<file path="config.mk">
export PLATFORM = sky130hd
export DESIGN_NAME = temp_scratchpad_decoder
export DESIGN_NICKNAME = d
export VERILOG_FILES = /design/src/rtl/core/tsd_pkg.sv /design/src/rtl/core/tsd_ctrl.sv /design/src/rtl/core/tsd_datapath.sv /design/src/rtl/core/temp_scratchpad_decoder.sv
export SDC_FILE = /design/constraint.sdc
export NUM_CORES = 1
export LEC_CHECK = 0
export ABC_AREA = 1
export BUFFER_PORTS_ARGS = -buffer_cell sky130_fd_sc_hd__buf_4
export CORE_MARGIN = 5
export CORE_UTILIZATION = 38
export DETAILED_ROUTE_END_ITERATION = 16
export GPL_TIMING_DRIVEN = 0
export PLACE_DENSITY = 0.65
export SLEW_MARGIN = 40
export SYNTH_ARGS = -nofsm -noshare
export SYNTH_HDL_FRONTEND = slang
export SYNTH_HIERARCHICAL = 1
export SYNTH_SLANG_ARGS = --single-unit
</file>
<file path="constraint.sdc">
create_clock -name clock -period 5.8 [get_ports clock]
set_input_delay 1.74 -clock clock [delete_from_list [all_inputs] [get_ports clock]]
set_output_delay 1.74 -clock clock [all_outputs]
set_load 0.005 [all_outputs]
</file>
<file path="src/rtl/core/tsd_pkg.sv">
// ----------------------------------------------------------------------------
// tsd_pkg - shared types and constants of the scratchpad decoder
// Command and status bundles, byte positions, result codes, CRC-8 and the
// resolution lookup.
// ----------------------------------------------------------------------------
package tsd_pkg;

   localparam int SCRATCH_BYTES = 9;
   localparam int IDX_W         = 4;
   localparam logic [IDX_W-1:0] IDX_LAST = IDX_W'(SCRATCH_BYTES - 1);

   // scratchpad byte positions
   localparam logic [IDX_W-1:0] IDX_TEMP_LO = 4'd0;
   localparam logic [IDX_W-1:0] IDX_TEMP_HI = 4'd1;
   localparam logic [IDX_W-1:0] IDX_CONFIG  = 4'd4;
   localparam logic [IDX_W-1:0] IDX_REMAIN  = 4'd6;
   localparam logic [IDX_W-1:0] IDX_PER_DEG = 4'd7;

   localparam logic [7:0]  FAMILY_EXT     = 8'h10;
   localparam logic [7:0]  CRC_POLY       = 8'h8C;
   localparam logic [15:0] OFFSET_QUARTER = 16'd32;

   // result status codes
   localparam logic [1:0] STS_OK       = 2'd0;
   localparam logic [1:0] STS_CRC_BAD  = 2'd1;
   localparam logic [1:0] STS_ZERO_CPD = 2'd2;

   // configuration byte codes
   localparam logic [7:0] CFG_RES12 = 8'h7F;
   localparam logic [7:0] CFG_RES11 = 8'h5F;
   localparam logic [7:0] CFG_RES10 = 8'h3F;
   localparam logic [7:0] CFG_RES9  = 8'h1F;
   localparam logic [3:0] RES_EXT   = 4'd12;

   // divider: 16 quotient bits, one per cycle
   localparam int DIV_STEPS = 16;
   localparam int CNT_W     = $clog2(DIV_STEPS);

   typedef struct packed {
      logic accept;    // input word taken this cycle
      logic div_step;  // one restoring-division step
      logic div_done;  // fold quotient into the temperature
   } cmd_type;

   typedef struct packed {
      logic last;      // incoming word is the CRC byte
      logic need_div;  // CRC byte of a good-CRC extended form with nonzero count per degree
   } sts_type;

   function automatic logic [7:0] crc_update(input logic [7:0] crc,
                                             input logic [7:0] data);
      logic [7:0] c;
      logic [7:0] d;
      logic       mix;
      c = crc;
      d = data;
      for (int k = 0; k < 8; k++) begin
         mix = c[0] ^ d[0];
         c   = c >> 1;
         if (mix) begin
            c = c ^ CRC_POLY;
         end
         d = d >> 1;
      end
      return c;
   endfunction

   function automatic logic [3:0] decode_resolution(input logic [7:0] cfg);
      logic [3:0] res;
      unique case (cfg)
         CFG_RES12: res = 4'd12;
         CFG_RES11: res = 4'd11;
         CFG_RES10: res = 4'd10;
         CFG_RES9:  res = 4'd9;
         default:   res = 4'd0;
      endcase
      return res;
   endfunction

endpackage

</file>
<file path="src/rtl/core/tsd_ctrl.sv">
// ----------------------------------------------------------------------------
// tsd_ctrl - sequencer of the scratchpad decoder
// Takes bytes, runs the 16-step divider when needed and holds the result
// word until the sink takes it.
// ----------------------------------------------------------------------------
module tsd_ctrl (
   input  logic             clock,
   input  logic             reset,
   input  logic             req_tvalid,
   output logic             req_tready,
   output logic             rsp_tvalid,
   input  logic             rsp_tready,
   input  tsd_pkg::sts_type sts,
   output tsd_pkg::cmd_type cmd
);
   import tsd_pkg::*;

   localparam logic [1:0] ST_IDLE = 2'd0;
   localparam logic [1:0] ST_DIV  = 2'd1;
   localparam logic [1:0] ST_FIN  = 2'd2;
   localparam logic [1:0] ST_OUT  = 2'd3;

   logic [1:0]       state_ff, state_in;
   logic [CNT_W-1:0] step_cnt_ff, step_cnt_in;
   logic             take;

   assign req_tready = (state_ff == ST_IDLE);
   assign rsp_tvalid = (state_ff == ST_OUT);
   assign take       = req_tvalid && req_tready;

   always_comb begin
      state_in     = state_ff;
      step_cnt_in  = step_cnt_ff;
      cmd.accept   = take;
      cmd.div_step = 1'b0;
      cmd.div_done = 1'b0;
      unique case (state_ff)
         ST_IDLE: begin
            if (take && sts.last) begin
               step_cnt_in = '0;
               state_in    = sts.need_div ? ST_DIV : ST_OUT;
            end
         end
         ST_DIV: begin
            cmd.div_step = 1'b1;
            step_cnt_in  = step_cnt_ff + 1'b1;
            if (step_cnt_ff == CNT_W'(DIV_STEPS - 1)) begin
               state_in = ST_FIN;
            end
         end
         ST_FIN: begin
            cmd.div_done = 1'b1;
            state_in     = ST_OUT;
         end
         ST_OUT: begin
            if (rsp_tready) begin
               state_in = ST_IDLE;
            end
         end
         default: state_in = ST_IDLE;
      endcase
   end

   always_ff @(posedge clock) begin
      if (reset) begin
         state_ff    <= ST_IDLE;
         step_cnt_ff <= '0;
      end else begin
         state_ff    <= state_in;
         step_cnt_ff <= step_cnt_in;
      end
   end

   // a CRC byte always leads to a result, through the divider or not
   a_last_to_result: assert property (@(posedge clock) disable iff (reset)
      (take && sts.last) |=> (state_ff == ST_DIV || state_ff == ST_OUT))
      else $error("CRC byte did not start a result");

   // divider runs exactly its full step count
   a_div_len: assert property (@(posedge clock) disable iff (reset)
      cmd.div_done |-> $past(step_cnt_ff) == CNT_W'(DIV_STEPS - 1))
      else $error("divider finished early");

   // no byte taken while a result is being built or held
   a_no_take_busy: assert property (@(posedge clock) disable iff (reset)
      (cmd.div_step || rsp_tvalid) |-> !cmd.accept)
      else $error("byte accepted while busy");

endmodule

</file>
<file path="src/rtl/core/tsd_datapath.sv">
// ----------------------------------------------------------------------------
// tsd_datapath - byte store, CRC-8 and temperature arithmetic
// Keeps the scratchpad fields, the running CRC, a restoring divider and the
// result register.
// ----------------------------------------------------------------------------
module tsd_datapath (
   input  logic              clock,
   input  logic              reset,
   input  logic [7:0]        data_byte,
   input  logic              first_byte,
   input  logic [7:0]        family_code,
   input  tsd_pkg::cmd_type  cmd,
   output tsd_pkg::sts_type  sts,
   output logic signed [15:0] temperature_raw,
   output logic [1:0]        status,
   output logic [3:0]        resolution_bits
);
   import tsd_pkg::*;

   logic [IDX_W-1:0] idx_ff, idx_in;
   logic [7:0]       crc_ff, crc_in;

   logic [7:0] lo_ff, hi_ff, cfg_ff, remain_ff, cpd_ff;

   // divider
   logic [15:0] quo_ff;
   logic [8:0]  rem_ff;
   logic [7:0]  den_ff;
   logic        neg_ff;
   logic [15:0] base_ff;

   logic [15:0] res_temp_ff;
   logic [1:0]  res_status_ff;
   logic [3:0]  res_resol_ff;

   logic [IDX_W-1:0] idx_eff;
   logic [7:0]       crc_eff;
   logic             last, crc_ok, ext, cpd_zero;
   logic [15:0]      raw, base;
   logic [8:0]       diff, mag;
   logic [8:0]       trial;
   logic             ge;
   logic [15:0]      quo_signed;

   assign idx_eff  = first_byte ? '0 : idx_ff;
   assign crc_eff  = first_byte ? 8'd0 : crc_ff;
   assign last     = (idx_eff == IDX_LAST);
   assign crc_ok   = (crc_eff == data_byte);
   assign ext      = (family_code == FAMILY_EXT);
   assign cpd_zero = (cpd_ff == 8'd0);

   assign sts.last     = last;
   assign sts.need_div = last && crc_ok && ext && !cpd_zero;

   // raw value in 1/128 degree; extended base drops the half-degree bit
   assign raw  = {hi_ff[4:0], lo_ff, 3'b000};
   assign base = {raw[12:4], 7'd0} - OFFSET_QUARTER;
   assign diff = {1'b0, cpd_ff} - {1'b0, remain_ff};
   assign mag  = diff[8] ? (9'd0 - diff) : diff;

   assign trial      = {rem_ff[7:0], quo_ff[15]};
   assign ge         = (trial >= {1'b0, den_ff});
   assign quo_signed = neg_ff ? (16'd0 - quo_ff) : quo_ff;

   always_comb begin
      idx_in = idx_ff;
      crc_in = crc_ff;
      if (cmd.accept) begin
         if (last) begin
            idx_in = '0;
            crc_in = 8'd0;
         end else begin
            idx_in = idx_eff + 1'b1;
            crc_in = crc_update(crc_eff, data_byte);
         end
      end
   end

   always_ff @(posedge clock) begin
      if (reset) begin
         idx_ff <= '0;
         crc_ff <= 8'd0;
      end else begin
         idx_ff <= idx_in;
         crc_ff <= crc_in;
      end
   end

   // field store, result setup and divider steps
   always_ff @(posedge clock) begin
      if (cmd.accept && !last) begin
         unique case (idx_eff)
            IDX_TEMP_LO: lo_ff     <= data_byte;
            IDX_TEMP_HI: hi_ff     <= data_byte;
            IDX_CONFIG:  cfg_ff    <= data_byte;
            IDX_REMAIN:  remain_ff <= data_byte;
            IDX_PER_DEG: cpd_ff    <= data_byte;
            default: ;
         endcase
      end
      if (cmd.accept && last) begin
         if (!crc_ok) begin
            res_status_ff <= STS_CRC_BAD;
            res_temp_ff   <= 16'd0;
         end else if (!ext) begin
            res_status_ff <= STS_OK;
            res_temp_ff   <= raw;
         end else if (cpd_zero) begin
            res_status_ff <= STS_ZERO_CPD;
            res_temp_ff   <= 16'd0;
         end else begin
            res_status_ff <= STS_OK;
            res_temp_ff   <= 16'd0;
         end
         res_resol_ff <= ext ? RES_EXT : (crc_ok ? decode_resolution(cfg_ff) : 4'd0);
         quo_ff  <= {1'b0, mag[7:0], 7'd0};
         rem_ff  <= 9'd0;
         den_ff  <= cpd_ff;
         neg_ff  <= diff[8];
         base_ff <= base;
      end
      if (cmd.div_step) begin
         rem_ff <= ge ? (trial - {1'b0, den_ff}) : trial;
         quo_ff <= {quo_ff[14:0], ge};
      end
      if (cmd.div_done) begin
         res_temp_ff <= base_ff + quo_signed;
      end
   end

   assign temperature_raw = res_temp_ff;
   assign status          = res_status_ff;
   assign resolution_bits = res_resol_ff;

   // partial remainder stays below the divisor
   a_rem_bound: assert property (@(posedge clock) disable iff (reset)
      cmd.div_step |-> (rem_ff < {1'b0, den_ff}))
      else $error("divider remainder out of range");

endmodule

</file>
<file path="src/rtl/core/temp_scratchpad_decoder.sv">
// ----------------------------------------------------------------------------
// temp_scratchpad_decoder - 1-Wire temperature scratchpad decoder
// Checks the CRC-8 over a nine-byte scratchpad and returns the temperature in
// 1/128 degree with status and resolution.
// ----------------------------------------------------------------------------
//
//   channel | dir | word contents (lsb first)
//   --------+-----+------------------------------------------------------
//   req_    | in  | tdata: data_byte[7:0], family_code[15:8]; tuser: first_byte
//   rsp_    | out | tdata: temperature_raw[15:0], resolution_bits[19:16],
//           |     |        zero pad[23:20]; tuser: status
//
// Bytes 0..7 are taken one per cycle; nothing comes out for them.
// The CRC byte yields one result word: in the next cycle when no division is
// needed; for the extended form with good CRC and nonzero count per degree,
// after the 16 steps of the bit-serial divider and one step adding the quotient.
// req_tready is low from the CRC byte until the result word is taken, so a
// stalled sink stalls the source.
// Synchronous active-high reset clears the byte count, CRC and sequencer.
//
module temp_scratchpad_decoder (
   input  logic        clock,
   input  logic        reset,
   input  logic        req_tvalid,
   output logic        req_tready,
   input  logic [15:0] req_tdata,   // data_byte[7:0], family_code[15:8]
   input  logic        req_tuser,   // first_byte
   output logic        rsp_tvalid,
   input  logic        rsp_tready,
   output logic [23:0] rsp_tdata,   // temperature_raw[15:0], resolution_bits[19:16]
   output logic [1:0]  rsp_tuser    // status[1:0]
);
   import tsd_pkg::*;

   cmd_type            cmd;
   sts_type            sts;
   logic signed [15:0] temperature_raw;
   logic [1:0]         status;
   logic [3:0]         resolution_bits;

   // sequencer: handshakes and divider timing
   tsd_ctrl u_ctrl (
      .clock      (clock),
      .reset      (reset),
      .req_tvalid (req_tvalid),
      .req_tready (req_tready),
      .rsp_tvalid (rsp_tvalid),
      .rsp_tready (rsp_tready),
      .sts        (sts),
      .cmd        (cmd)
   );

   // datapath: byte store, CRC, divider, result register
   tsd_datapath u_datapath (
      .clock           (clock),
      .reset           (reset),
      .data_byte       (req_tdata[7:0]),
      .first_byte      (req_tuser),
      .family_code     (req_tdata[15:8]),
      .cmd             (cmd),
      .sts             (sts),
      .temperature_raw (temperature_raw),
      .status          (status),
      .resolution_bits (resolution_bits)
   );

   assign rsp_tdata = {4'd0, resolution_bits, temperature_raw};
   assign rsp_tuser = status;

endmodule
</file>
After elaboration in Yosys (flattened, before gate mapping)
Index checks and enable logic that the tools add are counted.
Storage, ports and cells
  register bits: 126
  bits of input ports: 21
  output and inout bits: 28
  logic and storage cells: 136
Operators by class
  $add $sub $neg: 8
  magnitude comparators: 1
  equality and inequality tests: 18
  mux-type cells: 50
  bitwise operators: 17
  reductions and logical operators: 23
Operators with widths (count)
  $mux 8: 28
  $mux 16: 7
  $not 2->3: 8
  $add 16x16->16: 1
  $eq 8x5->1 const B: 2
  $eq 8x7->1 const B: 2
  $mux 4: 4
  $pmux 4 s4: 1
  $sub 1x16->16 const A: 1
  $sub 16x6->16 const B: 1
  $reduce_and 2->1: 7
  $eq 4x3->1 const B: 3
  $mux 2: 5
  $ge 9x8->1: 1
  $sub 8x8->9: 1
  $add 4x1->4 const B: 2
  $eq 4x4->1 const B: 2
  $eq 8x6->1 const B: 1
  $eq 8x8->1: 1
  $logic_not 8->1: 1
  $pmux 2 s4: 1
  $pmux 4 s2: 1
  $sub 1x8->8 const A: 1
  $sub 8x8->8: 1
  other kinds (15): 34

Depth between registers and ports, before layout
  depth in word-level cells: 32
  depth in mapped cells: 17
  depth with buffers taken out: 17

Modules after synthesis
Netlist, hierarchy kept.
By module, submodules not included
  tsd_datapath: times used 1, cells each 679, area each 6454.9 µm², sequential area each 3273.1 µm²
  tsd_ctrl: times used 1, cells each 65, area each 446.7 µm², sequential area each 120.1 µm²
  temp_scratchpad_decoder: times used 1, cells each 5, area each 33.8 µm², sequential area each 0.0 µm²

Worst setup path after synthesis
Ideal clock, no wire load.
  path type: input -> register
  from: input port req_tvalid
  to: register u_datapath.quo_ff[0], enable pin
  library setup time: 438 ps
  data arrival time: 4069 ps
  required time: 5362 ps
  slack: 1292 ps
  stages on the path: 6
  buffers on the path: 2
  path through: nand2_1 -> inv_1 -> buf_4 -> clkinv_1 -> clkbuf_1 -> o21ai_0
Between the ends
  cells in the longest elaborated chain, start to end: 3
Ends and longest elaborated chain
  start: declaration: RTL line temp_scratchpad_decoder.sv:24  | input logic req_tvalid,
  $logic_and 1x1->1: RTL line tsd_ctrl.sv:29  | assign take = req_tvalid && req_tready;
  named net u_ctrl.take: RTL line tsd_ctrl.sv:25  | logic take;
  $logic_and 1x1->1: RTL line tsd_datapath.sv:101  | if (cmd.accept && last) begin
  $reduce_bool 2->1 (no source line)
  end signal: assignment: RTL line tsd_datapath.sv:116  | quo_ff <= {1'b0, mag[7:0], 7'd0};
  end signal: assignment: RTL line tsd_datapath.sv:124  | quo_ff <= {quo_ff[14:0], ge};
  end: declaration: RTL line tsd_datapath.sv:26  | logic [15:0] quo_ff;
The timed path passes the listed nets, and every way through them passes these cells.
A chain may end at the register's enable or synchronous reset.

Worst setup path in the final report
  from: input port req_tuser
  to: register u_datapath.remain_ff[1], enable pin
Between the ends
  cells in the longest elaborated chain, start to end: 5
  elaborated cells between the ends (all ways): 6
  those cells by class: eq/ne: 2; mux: 1; reduce/logical: 3
Ends and longest elaborated chain
  start: declaration: RTL line temp_scratchpad_decoder.sv:27  | input logic req_tuser,
  $mux 4: RTL line tsd_datapath.sv:45  | assign idx_eff = first_byte ? '0 : idx_ff;
  $eq 4x4->1: RTL line tsd_datapath.sv:47  | assign last = (idx_eff == IDX_LAST);
  named net u_datapath.last: RTL line tsd_datapath.sv:38  | logic last, crc_ok, ext, cpd_zero;
  $logic_not 1->1: RTL line tsd_datapath.sv:91  | if (cmd.accept && !last) begin
  $logic_and 1x1->1: RTL line tsd_datapath.sv:91
  $reduce_and 2->1 (no source line)
  end signal: assignment: RTL line tsd_datapath.sv:96  | IDX_REMAIN: remain_ff <= data_byte;
  end: declaration: RTL line tsd_datapath.sv:23  | logic [7:0] lo_ff, hi_ff, cfg_ff, remain_ff, cpd_ff;
The timed path passes the listed nets, and every way through them passes these cells.

==> reports/qor.yml <==
status: "finished clean"
viasPerCell: 4.862
avgSynthCellArea_sq_um: 9.260
antenna_cells: 0
die_h_um: 145.1
synth_edf_count: 101
start_util_pct: 38.61
power_switching_uw: 953.2
peakVddDrop_mv: 0.2334
cap_violations: 0
drt_pass1_iterations: 5
final_nets: 881
drt_iter0_drc: 287
seq_area_sq_mm: 0.003393
num_rows: 49
gp_congestion: 0.8725
placed_cell_area_sq_mm: 0.007642
stdcell_area_sq_mm: 0.008269
synthFlopType: "edfxtp_1"
cts.sinks: 119
rsz0062_at_grt: "no"
fin_crit_ps: 3753
h-tree-depth: 4
slew_violations: 0
leakage_nw: 3.571
cts_hold_buf: 0
power_density_mw_per_mm2: 361.0
placed_cells: 1027
ys_seq_elements: 119
grtUsageTotal_pct: 14.53
fp.dieArea_sq_mm: 0.02105
fin_crit_sh_pct: 64.71
drc: 0
yosys.area.top_type_share_pct: 43.73
cp-end-kind: "flop"
antenna_left: 0
post_cts_buffers: 0
final_cells: 1059
port_buffers: 44
seq_area_frac_synth_pct: 48.93
cts_buffer_depth: 2
dp_hpwl_um: 10930
crit_arrival_ps: 3800
syn-cell-area_sq_mm: 0.006935
multi_input_area_sq_mm: 0.003109
grt_pass1_vias: 5028
setup_violations: 0
syn_inst: 749
die_x_um: 145.1
critPathRequiredTime_ps: 5850
antenna_found_initial: 0
pwr-share-seq_pct: 38.0
core_sq_mm: 0.01796
p_clk_share_pct: 36.5
area_delta_synth_final_pct: 19.23
clockRootBuffer: "clkbuf_16"
cts_tree: "done"
grt_pass1_wl_um: 24720
reg2reg_slack_ps: 2700
clk_latency_ps: 420
tightest_slew_ps: 742.7
numCtsBuffers: 17
skew_ps: 9.784
crit_path_start_kind: "input port"
hold_violations: 0
setup_slack_ps: 2047
place_worst_setup_slack_ps: 1564
internal_power_mw: 2.032
grt_max_degree: 19
holdCritPathClass: "reg -> reg"
p_sw_share_pct: 31.93
slew_headroom_pct: 50.49
setup_tns_ps: 0
path_clk_slew_ps: 60
dr_total_vias: 5149
cts_resized: 0
nFillCells: 1656
ios: 49
ys_warn_count: 6
synth_area_leaders: "edfxtp_1 44%, nand2_1 7.8%, ha_1 7.4%, inv_1 5.5%, dfxtp_1 5.2%"
grt_overflow: 0
ys_types: 49
path_class: "in -> reg"
synth_top_area_cell: "edfxtp_1"
power.total_mw: 2.985
routed_wl_um: 14630
max_freq_mhz: 266.5
wire_per_inst_um: 13.81
ys_async_sr_fraction_pct: 0
drive_above_1_share_pct: 14.82
crit_fanout: 8
p_comb_share_pct: 25.5
## registers in the layout (all words and copies together) (netlist names), 2 cells and up
name and flops:
u_datapath/crc_ff 8, u_datapath/hi_ff 5, u_datapath/remain_ff 8, u_ctrl/state_ff 2, u_datapath/cpd_ff 8, u_datapath/lo_ff 8, u_datapath/quo_ff 16, u_datapath/idx_ff 4
u_datapath/temperature_raw 16, u_datapath/resolution_bits 4, u_datapath/den_ff 8, u_datapath/base_ff 9, u_datapath/status 2, u_datapath/cfg_ff 8, u_ctrl/step_cnt_ff 4, u_datapath/rem_ff 8
## cell families (layout without fill, tap and decap cells)
group	after synthesis	after routing	synth area share (%)
other	1	4	0.05407
buffers and inverters	123	201	7.054
xor gates and xnor gates	47	47	6.892
DFF	119	119	48.93
and+or+nand+nor	310	310	20.53
adders and majority gates	43	43	7.974
AOI/OAI and AO/OA	106	106	8.569
## layout by cell type, fill, tap and decap left out, types with 13 or more instances in the layout
cell and instances:
xnor2_1 13, inv_1 101, ha_1 41, xor2_1 29
dfxtp_1 18, buf_4 50, nand3_1 44, a21oi_1 46
clkbuf_16 17, edfxtp_1 101, nand2_1 145, o21ai_0 33
nor2_1 71
## critical path, stage by stage
cell and delay, ps:
buf_4 140, nor2_1 200, inv_1 110, ha_1 250
nand3_1 310, inv_1 160, nor2_1 140, inv_1 150
nor2_1 580
## per-stage QoR
step / util, % / hold slack, ps
after CTS: 45.98 / 466.8
final: 46.03 / 466.0
after detailed placement: 42.54 / 458.0
after floorplan: - / 441.4
after global routing: 46.03 / 489.2
after global placement: 42.10 / 454.6
## layer usage
metal / track usage (%) / up-vias / part of all wire, %
met5: 0 / - / 0
met1: 18.37 / 2368 / 46
met4: 6.250 / 0 / 2.4
li1: - / 2638 / -
met2: 23.85 / 120 / 48
met3: 3.461 / 23 / 4.1
## final cells by class
class                      count  share of cell area (%)
tap                          229                   3.465
buffer                        15                  0.9835
multi-input combinational    510                   37.60
sequential                   119                   41.03
clock buffer                  17                   5.145
clock inverter                15                   2.330
timing repair buffer          46                   4.509
inverter                     108                   4.933
## cells in the mapped netlist, types with 4 or more instances
cell	n
clkbuf_1	7
nand3b_1	4
nor3_1	12
nor4_1	4
dfxtp_1	18
nand2_2	5
xor2_1	29
nand3_1	44
buf_4	6
o21ai_2	4
nand4_1	7
nor2_1	72
inv_1	101
edfxtp_1	101
nand2_1	145
xnor2_1	13
ha_1	41
o21ai_0	35
a21oi_1	46
a31oi_1	5
## path summary, 6_finish.rpt
| check | start | end | cells past startpoint |
|---|---|---|---|
| setup / recovery | req_tuser | u_datapath/remain_ff[1] | 9 |
| hold / removal | u_datapath/idx_ff[2] | u_datapath/idx_ff[2] | 2 |
| setup reg to reg | u_datapath/quo_ff[1] | u_datapath/temperature_raw[13] | 14 |
| hold reg to reg | u_datapath/idx_ff[2] | u_datapath/idx_ff[2] | 2 |
## power groups by stage
stage	logic [mW]	registers (mW)	clock network, mW
floorplan	0.536	1.14	0
global placement	0.724	1.16	0
detailed placement	0.758	1.15	0
CTS	0.764	1.13	1.12
global route	0.863	1.14	1.15
finish	0.761	1.13	1.09
No activity file was read; power rests on OpenSTA's default activity.
